--- config.mk ---
export PLATFORM = sky130hd
export DESIGN_NAME = url_href_escaper_flat
export DESIGN_NICKNAME = d
export VERILOG_FILES = /design/src/hw/rtl/urlesc_pkg.sv /design/src/hw/rtl/urlesc_if.sv /design/src/hw/rtl/urlesc_front.sv /design/src/hw/rtl/urlesc_back.sv /design/src/hw/rtl/url_href_escaper.sv /design/src/flat_wrapper.sv
export SDC_FILE = /design/constraint.sdc
export NUM_CORES = 1
export LEC_CHECK = 0
export ABC_AREA = 1
export BUFFER_PORTS_ARGS = -buffer_cell sky130_fd_sc_hd__buf_2
export CORE_MARGIN = 4
export CORE_UTILIZATION = 38
export DETAILED_ROUTE_END_ITERATION = 12
export PLACE_DENSITY_LB_ADDON = 0.05
export SLEW_MARGIN = 0
export SYNTH_ARGS = -nofsm -noshare
export SYNTH_HDL_FRONTEND = slang
export SYNTH_HIERARCHICAL = 1
export SYNTH_SLANG_ARGS = --single-unit
--- constraint.sdc ---
create_clock -name clk -period 6.85 [get_ports clk]
set_input_delay 0.3425 -clock clk [delete_from_list [all_inputs] [get_ports clk]]
set_output_delay 0.3425 -clock clk [all_outputs]
set_load 0.02 [all_outputs]
--- src/hw/rtl/urlesc_pkg.sv ---
`timescale 1ns / 1ps

package urlesc_pkg;

  // Class of an input byte, picked once in the front part
  typedef enum logic [1:0] {
    KIND_SAFE  = 2'd0,
    KIND_AMP   = 2'd1,
    KIND_QUOTE = 2'd2,
    KIND_HEX   = 2'd3
  } kind_t;

  // One classified request as it waits in the queue
  typedef struct packed {
    kind_t      kind;
    logic [7:0] raw;
    logic       eos;
  } cmd_t;

  // Queue head as the back part sees it
  typedef struct packed {
    logic valid;
    cmd_t cmd;
  } head_t;

  localparam logic [7:0] CH_AMP     = 8'h26;
  localparam logic [7:0] CH_QUOTE   = 8'h27;
  localparam logic [7:0] CH_PERCENT = 8'h25;
  localparam logic [7:0] NIBBLE_MASK = 8'h0F;

  localparam logic [2:0] LAST_SAFE  = 3'd0;
  localparam logic [2:0] LAST_AMP   = 3'd4;
  localparam logic [2:0] LAST_QUOTE = 3'd5;
  localparam logic [2:0] LAST_HEX   = 3'd2;

  function automatic logic url_safe_char(input logic [7:0] c);
    logic ok;
    begin
      ok = 1'b0;
      if (c >= 8'h30 && c <= 8'h39) ok = 1'b1;
      if (c >= 8'h41 && c <= 8'h5A) ok = 1'b1;
      if (c >= 8'h61 && c <= 8'h7A) ok = 1'b1;
      case (c)
        8'h2D, 8'h5F, 8'h2E, 8'h2B, 8'h21, 8'h2A, 8'h28, 8'h29, 8'h2C,
        8'h25, 8'h23, 8'h40, 8'h3D, 8'h3B, 8'h3A, 8'h2F, 8'h24, 8'h3F: ok = 1'b1;
        default: ;
      endcase
      return ok;
    end
  endfunction

  function automatic kind_t classify(input logic [7:0] c);
    kind_t k;
    begin
      if (url_safe_char(c))    k = KIND_SAFE;
      else if (c == CH_AMP)    k = KIND_AMP;
      else if (c == CH_QUOTE)  k = KIND_QUOTE;
      else                     k = KIND_HEX;
      return k;
    end
  endfunction

  function automatic logic [2:0] last_index(input kind_t k);
    logic [2:0] n;
    begin
      case (k)
        KIND_SAFE:  n = LAST_SAFE;
        KIND_AMP:   n = LAST_AMP;
        KIND_QUOTE: n = LAST_QUOTE;
        KIND_HEX:   n = LAST_HEX;
        default:    n = LAST_SAFE;
      endcase
      return n;
    end
  endfunction

  // Upper-case hex digit
  function automatic logic [7:0] hex_digit(input logic [3:0] d);
    logic [7:0] ch;
    begin
      if (d < 4'd10) ch = 8'h30 + {4'h0, d};
      else           ch = 8'h37 + {4'h0, d};
      return ch;
    end
  endfunction

  function automatic logic [7:0] amp_byte(input logic [2:0] i);
    logic [7:0] ch;
    begin
      case (i)
        3'd0:    ch = 8'h26;
        3'd1:    ch = 8'h61;
        3'd2:    ch = 8'h6D;
        3'd3:    ch = 8'h70;
        default: ch = 8'h3B;
      endcase
      return ch;
    end
  endfunction

  function automatic logic [7:0] quote_byte(input logic [2:0] i);
    logic [7:0] ch;
    begin
      case (i)
        3'd0:    ch = 8'h26;
        3'd1:    ch = 8'h23;
        3'd2:    ch = 8'h78;
        3'd3:    ch = 8'h32;
        3'd4:    ch = 8'h37;
        default: ch = 8'h3B;
      endcase
      return ch;
    end
  endfunction

  function automatic logic [7:0] seq_byte(input cmd_t c, input logic [2:0] i);
    logic [7:0] ch;
    logic [7:0] hi;
    logic [7:0] lo;
    begin
      hi = (c.raw >> 4) & NIBBLE_MASK;
      lo = c.raw & NIBBLE_MASK;
      case (c.kind)
        KIND_SAFE:  ch = c.raw;
        KIND_AMP:   ch = amp_byte(i);
        KIND_QUOTE: ch = quote_byte(i);
        KIND_HEX: begin
          case (i)
            3'd0:    ch = CH_PERCENT;
            3'd1:    ch = hex_digit(hi[3:0]);
            default: ch = hex_digit(lo[3:0]);
          endcase
        end
        default:    ch = c.raw;
      endcase
      return ch;
    end
  endfunction

endpackage

--- src/hw/rtl/urlesc_if.sv ---
`timescale 1ns / 1ps

interface urlesc_in_if;
  logic       valid;
  logic       ready;
  logic [7:0] in_byte;
  logic       end_of_string;

  modport source (output valid, output in_byte, output end_of_string, input ready);
  modport sink   (input valid, input in_byte, input end_of_string, output ready);
endinterface

interface urlesc_out_if;
  logic       valid;
  logic       ready;
  logic [7:0] out_byte;
  logic       run_last;
  logic       string_last;

  modport source (output valid, output out_byte, output run_last, output string_last,
                  input ready);
  modport sink   (input valid, input out_byte, input run_last, input string_last,
                  output ready);
endinterface

--- src/hw/rtl/urlesc_front.sv ---
`timescale 1ns / 1ps

module urlesc_front (
  input  logic                clk,
  input  logic                rst_n,
  urlesc_in_if.sink           in_ch,
  input  logic                pop,
  output urlesc_pkg::head_t   head
);
  import urlesc_pkg::*;

  cmd_t       q_r [2];
  logic       wr_ptr_r, wr_ptr_nxt;
  logic       rd_ptr_r, rd_ptr_nxt;
  logic [1:0] count_r, count_nxt;
  logic       push;
  logic       do_pop;
  cmd_t       cmd_in;

  assign in_ch.ready = (count_r != 2'd2);
  assign push        = in_ch.valid && in_ch.ready;
  assign do_pop      = pop && (count_r != 2'd0);

  always_comb begin
    cmd_in.kind = classify(in_ch.in_byte);
    cmd_in.raw  = in_ch.in_byte;
    cmd_in.eos  = in_ch.end_of_string;
  end

  assign head.valid = (count_r != 2'd0);
  assign head.cmd   = q_r[rd_ptr_r];

  always_comb begin
    wr_ptr_nxt = push   ? ~wr_ptr_r : wr_ptr_r;
    rd_ptr_nxt = do_pop ? ~rd_ptr_r : rd_ptr_r;
    count_nxt  = count_r + {1'b0, push} - {1'b0, do_pop};
  end

  always_ff @(posedge clk) begin
    if (!rst_n) begin
      wr_ptr_r <= 1'b0;
      rd_ptr_r <= 1'b0;
      count_r  <= 2'd0;
    end else begin
      wr_ptr_r <= wr_ptr_nxt;
      rd_ptr_r <= rd_ptr_nxt;
      count_r  <= count_nxt;
    end
  end

  // Payload slots carry no reset
  always_ff @(posedge clk) begin
    if (push) begin
      q_r[wr_ptr_r] <= cmd_in;
    end
  end

endmodule

--- src/hw/rtl/urlesc_back.sv ---
`timescale 1ns / 1ps

module urlesc_back (
  input  logic                clk,
  input  logic                rst_n,
  input  urlesc_pkg::head_t   head,
  output logic                pop,
  urlesc_out_if.source        out_ch
);
  import urlesc_pkg::*;

  logic [2:0] idx_r, idx_nxt;
  logic       vld_r, vld_nxt;
  logic [7:0] byte_r;
  logic       run_last_r;
  logic       str_last_r;
  logic       load;
  logic       last;

  assign load = head.valid && (!vld_r || out_ch.ready);
  assign last = (idx_r == last_index(head.cmd.kind));
  assign pop  = load && last;

  always_comb begin
    idx_nxt = idx_r;
    if (load) begin
      idx_nxt = last ? 3'd0 : idx_r + 3'd1;
    end
    vld_nxt = vld_r;
    if (load) begin
      vld_nxt = 1'b1;
    end else if (out_ch.ready) begin
      vld_nxt = 1'b0;
    end
  end

  always_ff @(posedge clk) begin
    if (!rst_n) begin
      idx_r <= 3'd0;
      vld_r <= 1'b0;
    end else begin
      idx_r <= idx_nxt;
      vld_r <= vld_nxt;
    end
  end

  always_ff @(posedge clk) begin
    if (load) begin
      byte_r     <= seq_byte(head.cmd, idx_r);
      run_last_r <= last;
      str_last_r <= last && head.cmd.eos;
    end
  end

  assign out_ch.valid       = vld_r;
  assign out_ch.out_byte    = byte_r;
  assign out_ch.run_last    = run_last_r;
  assign out_ch.string_last = str_last_r;

endmodule

--- src/hw/rtl/url_href_escaper.sv ---
`timescale 1ns / 1ps

// Channel  Dir  Payload                              Handshake
// in_ch    in   in_byte[7:0], end_of_string          valid/ready
// out_ch   out  out_byte[7:0], run_last, string_last valid/ready
//
// A safe byte yields one output byte, so plain text flows at one request per cycle
// while out_ch is ready. An escape expands into three (%XX), five (&amp;) or six
// (&#x27;) bytes: the back part emits one byte per cycle while out_ch is ready.
// An accepted request passes the queue slot, then the output register, to out_ch.
// Reset is synchronous, active low, and empties the queue and output stage.
// The two-entry queue absorbs a stall on either side without loss.
module url_href_escaper (
  input  logic          clk,
  input  logic          rst_n,
  urlesc_in_if.sink     in_ch,
  urlesc_out_if.source  out_ch
);
  import urlesc_pkg::*;

  head_t head;
  logic  pop;

  // Front: classify each byte and hold it in the queue
  urlesc_front u_front (
    .clk   (clk),
    .rst_n (rst_n),
    .in_ch (in_ch),
    .pop   (pop),
    .head  (head)
  );

  // Back: expand the queue head into its output bytes, one per cycle while out_ch
  // is ready; drop the head once its last byte is loaded into the output register
  urlesc_back u_back (
    .clk    (clk),
    .rst_n  (rst_n),
    .head   (head),
    .pop    (pop),
    .out_ch (out_ch)
  );

endmodule
--- src/flat_wrapper.sv ---
// flat-port wrapper written by rule: the top's interface ports become plain ports
module url_href_escaper_flat import urlesc_pkg::*;
  (clk, rst_n, in_ch_valid, in_ch_in_byte, in_ch_end_of_string, in_ch_ready, out_ch_valid, out_ch_out_byte, out_ch_run_last, out_ch_string_last, out_ch_ready);
  urlesc_in_if in_ch_i ();
  urlesc_out_if out_ch_i ();
  input  logic clk;
  input  logic rst_n;
  input wire logic [$bits(in_ch_i.valid)-1:0] in_ch_valid;
  input wire logic [$bits(in_ch_i.in_byte)-1:0] in_ch_in_byte;
  input wire logic [$bits(in_ch_i.end_of_string)-1:0] in_ch_end_of_string;
  output wire logic [$bits(in_ch_i.ready)-1:0] in_ch_ready;
  output wire logic [$bits(out_ch_i.valid)-1:0] out_ch_valid;
  output wire logic [$bits(out_ch_i.out_byte)-1:0] out_ch_out_byte;
  output wire logic [$bits(out_ch_i.run_last)-1:0] out_ch_run_last;
  output wire logic [$bits(out_ch_i.string_last)-1:0] out_ch_string_last;
  input wire logic [$bits(out_ch_i.ready)-1:0] out_ch_ready;
  assign in_ch_i.valid = in_ch_valid;
  assign in_ch_i.in_byte = in_ch_in_byte;
  assign in_ch_i.end_of_string = in_ch_end_of_string;
  assign in_ch_ready = in_ch_i.ready;
  assign out_ch_valid = out_ch_i.valid;
  assign out_ch_out_byte = out_ch_i.out_byte;
  assign out_ch_run_last = out_ch_i.run_last;
  assign out_ch_string_last = out_ch_i.string_last;
  assign out_ch_i.ready = out_ch_ready;
  url_href_escaper u_core (.clk(clk), .rst_n(rst_n), .in_ch(in_ch_i), .out_ch(out_ch_i));
endmodule
==> summary.txt, run 1 <==
Synth Net Count -> 329
Final min period -> 2.83 ns
crit path max fanout -> 11
number of synthesized flops with an enable pin -> 32
antenna cells -> 0
Worst Hold Class -> primary input to register
H-tree lvl count -> 2
Worst-Skew Late Latency -> 0.29 ns
Design Area, Final -> 2830 µm²
Post-Synthesis Cells -> 303
Cell Area, Placed -> 2700 µm²
static leakage -> 1.30 nW
Setup Skew -> 0.00685 ns
max_cap viols -> 0
Antenna Nets Post-Route -> 0
Power, Total -> 0.00103 W
drt pass-1 iters -> 4
largest family of logic cells by synthesized area -> simple AND/OR/NAND/NOR gates
total track usage -> 0.133
WP depth -> 14
post-synthesis sequential area ratio -> 0.457
Worst Path Buf+Inv -> 3
clk slew on worst S/H paths -> 0.08 ns
RSZ-0062 raised after global routing -> false
Final Max Tran Viols -> 0
root buffer cell -> clkbuf_8
crit path kind -> register to register
antenna violations before repair -> 0
Final setup violation count -> 0
# rows -> 29
synthesized cell area -> 2500 µm²
final net count -> 357
Final period util -> 0.414
setup tns final -> 0 ns
layout cells sized above 1 -> 0.211
simple-gate portion of the synthesized area -> 0.260
prevailing post-synth register cell -> edfxtp_1
hold_sp -> in_ch_end_of_string
Initial Util -> 0.393
number of global-route vias before repair -> 1803
Max IR drop VDD -> 152 µV
Max stage delay on crit path -> 0.63 ns
delay-heaviest family, CP -> adder cells
flops & latches, synth -> 41
highest clock rate -> 353 MHz
Fill cells -> 617
outcome -> finished clean
CTS tree -> yes
Post CTS Setup Buffer Count -> 0
Die Ht -> 89.1 µm
first-pass GRT wire length -> 8230 µm
DRC -> 0
Layout area overhead -> 13.4%
CTS Hold Bufs -> 0
post-synthesis xor/xnor area fraction -> 0.0140
most common cell after layout, fill and taps aside -> nand2_1
number of distinct library cells after synthesis -> 31
Worst Hold Depth -> 1
Yosys warnings -> 6
post-DR wirelength/cell -> 12.0 µm
max_slew headroom -> 0.337
adder-cell area share of the yosys netlist -> 0.0651
footprint of the multi-input gates -> 1170 µm²
core area -> 6350 µm²
CTS buffer count -> 5
CP Capture Type -> register
commonest cells after routing, fill and taps aside -> nand2_1, edfxtp_1, inv_1
ratio of total power to cell area -> 365 nW/µm²
die width -> 89.1 µm
CP arrival -> 3.06 ns
R2R cell count -> 14
Crit-path slowest cell -> dfxtp_1
pin count of the biggest net entering global routing -> 15
worst hold slack -> 0.247 ns
Inst Count DP -> 401
worst-path cell chain -> mux2_2 -> inv_1 -> ha_1 -> xnor2_1 -> nand3_1 -> nor2_1 -> nand2_1 -> inv_2 -> ha_1 -> inv_1 -> ha_1 -> xor2_1 -> o21ai_1 -> a21oi_1
post-CTS resize count -> 0
required time of the worst setup path -> 7.08 ns
crit-path most repeated cell -> ha_1
Startpoint Class -> register
Max clock buf depth -> 2
Vias per Instance -> 4.85
gp weighted congestion -> 0.810
die area -> 7930 µm²
clock sinks -> 41
fin cells -> 409
syn_area_per_cell -> 8.24 µm²
DPL Wire Length -> 3760 µm
Iter 0 DRT Violations -> 45
Slew @ Worst Pin -> 0.990 ns
mux share of post-synthesis cell area -> 0.0496
Async SR Flop Fraction -> 0
IO buf count -> 24
WL final -> 4910 µm
DR vias -> 1982
Fin. Hold Viols -> 0
post-synthesis compound-gate area fraction -> 0.0812
io pins -> 25
grt ovf -> 0
FF+latch area -> 1140 µm²
per-stage QoR:
step	util	worst slack, ns
finish	0.446	4.02
CTS	0.446	3.97
detailed placement	0.425	4.01
global placement	0.425	4.07
floorplan	-	4.34
global route	0.446	3.76
layout make-up:
class / count / share of cell area
Multi-Input combinational cell: 214 / 0.414
Inverter: 45 / 0.0597
Sequential cell: 41 / 0.403
Tap cell: 77 / 0.0340
Clock inverter: 2 / 0.0137
Timing Repair Buffer: 24 / 0.0424
Clock buffer: 6 / 0.0331
cell usage after synthesis, types with 2 or more instances:
library cell	n	area (µm²)
o21ai_1	5	25.0
nor2_4	2	22.5
nor2_2	2	12.5
mux2_2	11	124
o21ai_0	10	50.1
nand2_2	6	37.5
inv_1	31	116
buf_2	3	15.0
nand3_1	21	105
nand2_1	86	323
dfxtp_1	9	180
a21oi_1	16	80.1
ha_1	13	163
edfxtp_1	32	961
nor2_1	24	90.1
nand4_1	3	18.8
xnor2_1	3	26.3
inv_2	13	48.8
flip-flops by register name, indices dropped and copies added, names as in the netlist, named ones only:
register / flops
u_core/u_back/out_ch.valid: 1
u_core/u_back/idx_r: 3
u_core/u_back/out_ch.out_byte: 8
u_core/u_front/count_r: 2
u_core/u_back/out_ch.string_last: 1
u_core/u_front/q_r: 22
u_core/u_front/wr_ptr_r: 1
u_core/u_front/rd_ptr_r: 1
u_core/u_back/out_ch.run_last: 1
worst paths after layout:
kind	end	slack, ns
max reg2reg	u_core/u_front/count_r[1]	4.02
max	u_core/u_front/count_r[1]	4.02
min	u_core/u_front/q_r[1][0]	0.25
min reg2reg	u_core/u_front/rd_ptr_r	0.46
worst reg2reg max path, delay by kind of cell (launching register included):
kind	cells	cell delay, ns
muxes	1	0.42
AOI/OAI and AO/OA	2	0.18
and+or+nand+nor	3	0.34
adders and majority gates	3	0.64
buffers and inverters	3	0.21
DFF	1	0.63
xor gates and xnor gates	2	0.34
per-layer routing:
layer | vias up | share of wire | global-route usage
li1 | 1044 | - | -
met1 | 901 | 0.47 | 0.170
met2 | 28 | 0.48 | 0.222
met3 | 9 | 0.034 | 0.0304
met4 | 0 | 0.020 | 0.0501
met5 | - | 0 | 0
where the power goes:
part | internal [W] | switching (W)
Clock | 0.000132 | 0.0000870
Combinational | 0.000147 | 0.000288
Sequential | 0.000354 | 0.0000266
Total | 0.000633 | 0.000401
kinds of logic after synthesis:
kind of cell / count (synthesis)
buffers and inverters: 48
adders and majority gates: 13
AOI/OAI and AO/OA: 37
muxes: 11
and+or+nand+nor: 149
xor gates and xnor gates: 4
DFF: 41
(Power assumes the default switching activity.)
==> inputs of run 2 (changes only) <==
==> constraint.sdc (replaced) <==
create_clock -name clk -period 2.36 [get_ports clk]
set_input_delay 0.118 -clock clk [delete_from_list [all_inputs] [get_ports clk]]
set_output_delay 0.118 -clock clk [all_outputs]
set_load 0.02 [all_outputs]
==> run 2 against run 1 <==
Compared with the run above:
- clock power up 140%
- final area increased by 4.7%
- global-route usage grew 0.38 points
- critical path type unchanged
- largest power group unchanged
==> summary.txt, run 2 (synthesis gave the netlist of run 1 again) <==
outcome -> finished clean
die width -> 89.1 µm (unchanged)
Final Max Tran Viols -> 0 (unchanged)
Initial Util -> 0.393 (unchanged)
final net count -> 367 (+2.8%)
Worst-Skew Late Latency -> 0.29 ns (about the same)
Startpoint Class -> register
IO buf count -> 24 (unchanged)
DRC -> 0 (unchanged)
io pins -> 25 (unchanged)
antenna violations before repair -> 0 (unchanged)
Final period util -> 0.953 (+0.539)
total track usage -> 0.137 (+0.00379)
Crit-path slowest cell -> dfxtp_4
required time of the worst setup path -> 2.55 ns (-4.53 ns)
DR vias -> 2003 (+1.1%)
Largest register FFs -> 22 (unchanged)
Top Usage Layer GRT -> met2
gp weighted congestion -> 0.829 (+2.3%)
crit path max fanout -> 4 (-7)
DPL Wire Length -> 3750 µm (-0.39%)
first-pass GRT wire length -> 8420 µm (+2.3%)
Final setup violation count -> 0 (unchanged)
layout cells sized above 1 -> 0.266 (+0.0552)
Slew @ Worst Pin -> 0.487 ns (-0.503 ns)
clock sinks -> 41 (unchanged)
root buffer cell -> clkbuf_8
CTS tree -> yes
die area -> 7930 µm² (unchanged)
Fill cells -> 622 (+0.81%)
Post CTS Setup Buffer Count -> 0 (unchanged)
worst-path cell chain -> mux2_4 -> inv_4 -> ha_4 -> xnor2_2 -> nand3_2 -> nor2_2 -> nand2_1 -> inv_2 -> ha_4 -> inv_2 -> ha_4 -> xor2_2 -> o21ai_1 -> a21oi_1
met1 global-route usage -> 0.178 (+0.00896)
Vias per Instance -> 4.78 (-1.4%)
Final min period -> 2.25 ns (-0.585 ns)
Layout area overhead -> 18.7%
Worst Hold Class -> primary input to register
H-tree lvl count -> 2 (unchanged)
static leakage -> 1.34 nW (+3.4%)
core area -> 6350 µm² (unchanged)
Iter 0 DRT Violations -> 104 (+130%)
number of global-route vias before repair -> 1826 (+1.3%)
Max stage delay on crit path -> 0.38 ns (-0.25 ns)
pin count of the biggest net entering global routing -> 15 (unchanged)
Worst Path Buf+Inv -> 3 (unchanged)
commonest cells after routing, fill and taps aside -> nand2_1, edfxtp_1, inv_1
CP Capture Type -> register
worst slack, placed -> -0.0295 ns (-4.04 ns)
Fin. Hold Viols -> 0 (unchanged)
highest clock rate -> 445 MHz (+26%)
Largest Register -> u_core/u_front/q_r
Max clock buf depth -> 2 (unchanged)
CTS buffer count -> 5 (unchanged)
grt ovf -> 0 (unchanged)
Antenna Nets Post-Route -> 0 (unchanged)
Die Ht -> 89.1 µm (unchanged)
Setup Skew -> 0.00675 ns (-0.0000914 ns)
delay-heaviest family, CP -> adder cells
most common cell after layout, fill and taps aside -> nand2_1
Cell Area, Placed -> 2770 µm² (+2.8%)
max_cap viols -> 0 (unchanged)
clk slew on worst S/H paths -> 0.08 ns (about the same)
FF+latch area -> 1140 µm² (+0.33%)
max_slew headroom -> 0.675 (+0.338)
crit path kind -> register to register
min setup slack post-route -> 0.111 ns (-3.91 ns)
footprint of the multi-input gates -> 1240 µm² (+6.0%)
met2 usage -> 0.229 (+0.00675)
Design Area, Final -> 2970 µm² (+4.7%)
crit-path most repeated cell -> ha_4
Max IR drop VDD -> 419 µV (+180%)
WL final -> 4950 µm (+0.77%)
ratio of total power to cell area -> 1020 nW/µm² (+180%)
post-DR wirelength/cell -> 11.8 µm (-1.6%)
antenna cells -> 0 (unchanged)
drt pass-1 iters -> 4 (unchanged)
CP arrival -> 2.44 ns (-0.62 ns)
# rows -> 29 (unchanged)
met3 Resource Use GR -> 0.0313 (+0.000922)
run 2: cell count changes in the layout (fill, tap and decap cells not counted), moves of 2 or more:
cell,delta
ha_4,+3
buf_4,+9
ha_1,-4
inv_1,-3
mux2_4,+2
mux2_2,-2
inv_4,+2
run 2: final cells by class:
cell class,instances,share of cell area
multi-input cells,214,0.419
clock inverters,2,0.00549
repair buffers,34,0.0667
clock buffers,6,0.0316
flip-flops and latches,41,0.386
inverters,45,0.0586
well taps,77,0.0325
run 2: power breakdown:
part / leakage [nW] / internal (W) / switching [W]
Sequential: 0.376 / 0.00103 / 0.0000793
Combinational: 0.911 / 0.000516 / 0.000879
Clock: 0.0525 / 0.000274 / 0.000255
Total: 1.34 / 0.00182 / 0.00121
run 2: through the flow:
step	setup TNS, ns	util	total power [W]	hold slack, ns	instances
5_1_grt	-0.0241	0.467	0.00331	0.0523	419
4_1_cts	0	0.455	0.00300	0.00559	418
3_5_place_dp	-0.0295	0.437	0.00245	0.320	410
2_1_floorplan	0	-	0.00209	0.211	303
6_report	0	0.467	0.00303	0.0651	419
3_3_place_gp	0	0.437	0.00246	0.317	410
run 2: worst paths after layout:
| path | from | endpoint | slack [ns] | cells past startpoint |
|---|---|---|---|---|
| worst min-delay path | in_ch_in_byte[0] | u_core/u_front/q_r[0][1] | 0.07 | 1 |
| worst max-delay path | register | u_core/u_front/count_r[1] | 0.11 | 14 |
| worst max register to register | register | u_core/u_front/count_r[1] | 0.11 | 14 |
| worst min register to register | u_core/u_front/rd_ptr_r | register | 0.45 | 1 |
run 2: layer usage:
metal	share of wire	vias to the layer above
met5	0	-
met4	0.012	0
met3	0.036	6
met2	0.46	39
met1	0.49	895
li1	-	1063
run 2: what timing repair did:
item | CTS | global route
hold buffers | 0 | 1
resized for setup | 3 | 11
setup endpoints to repair | 1 | 2
hold endpoints to repair | 0 | 2
pin swaps | 2 | 5
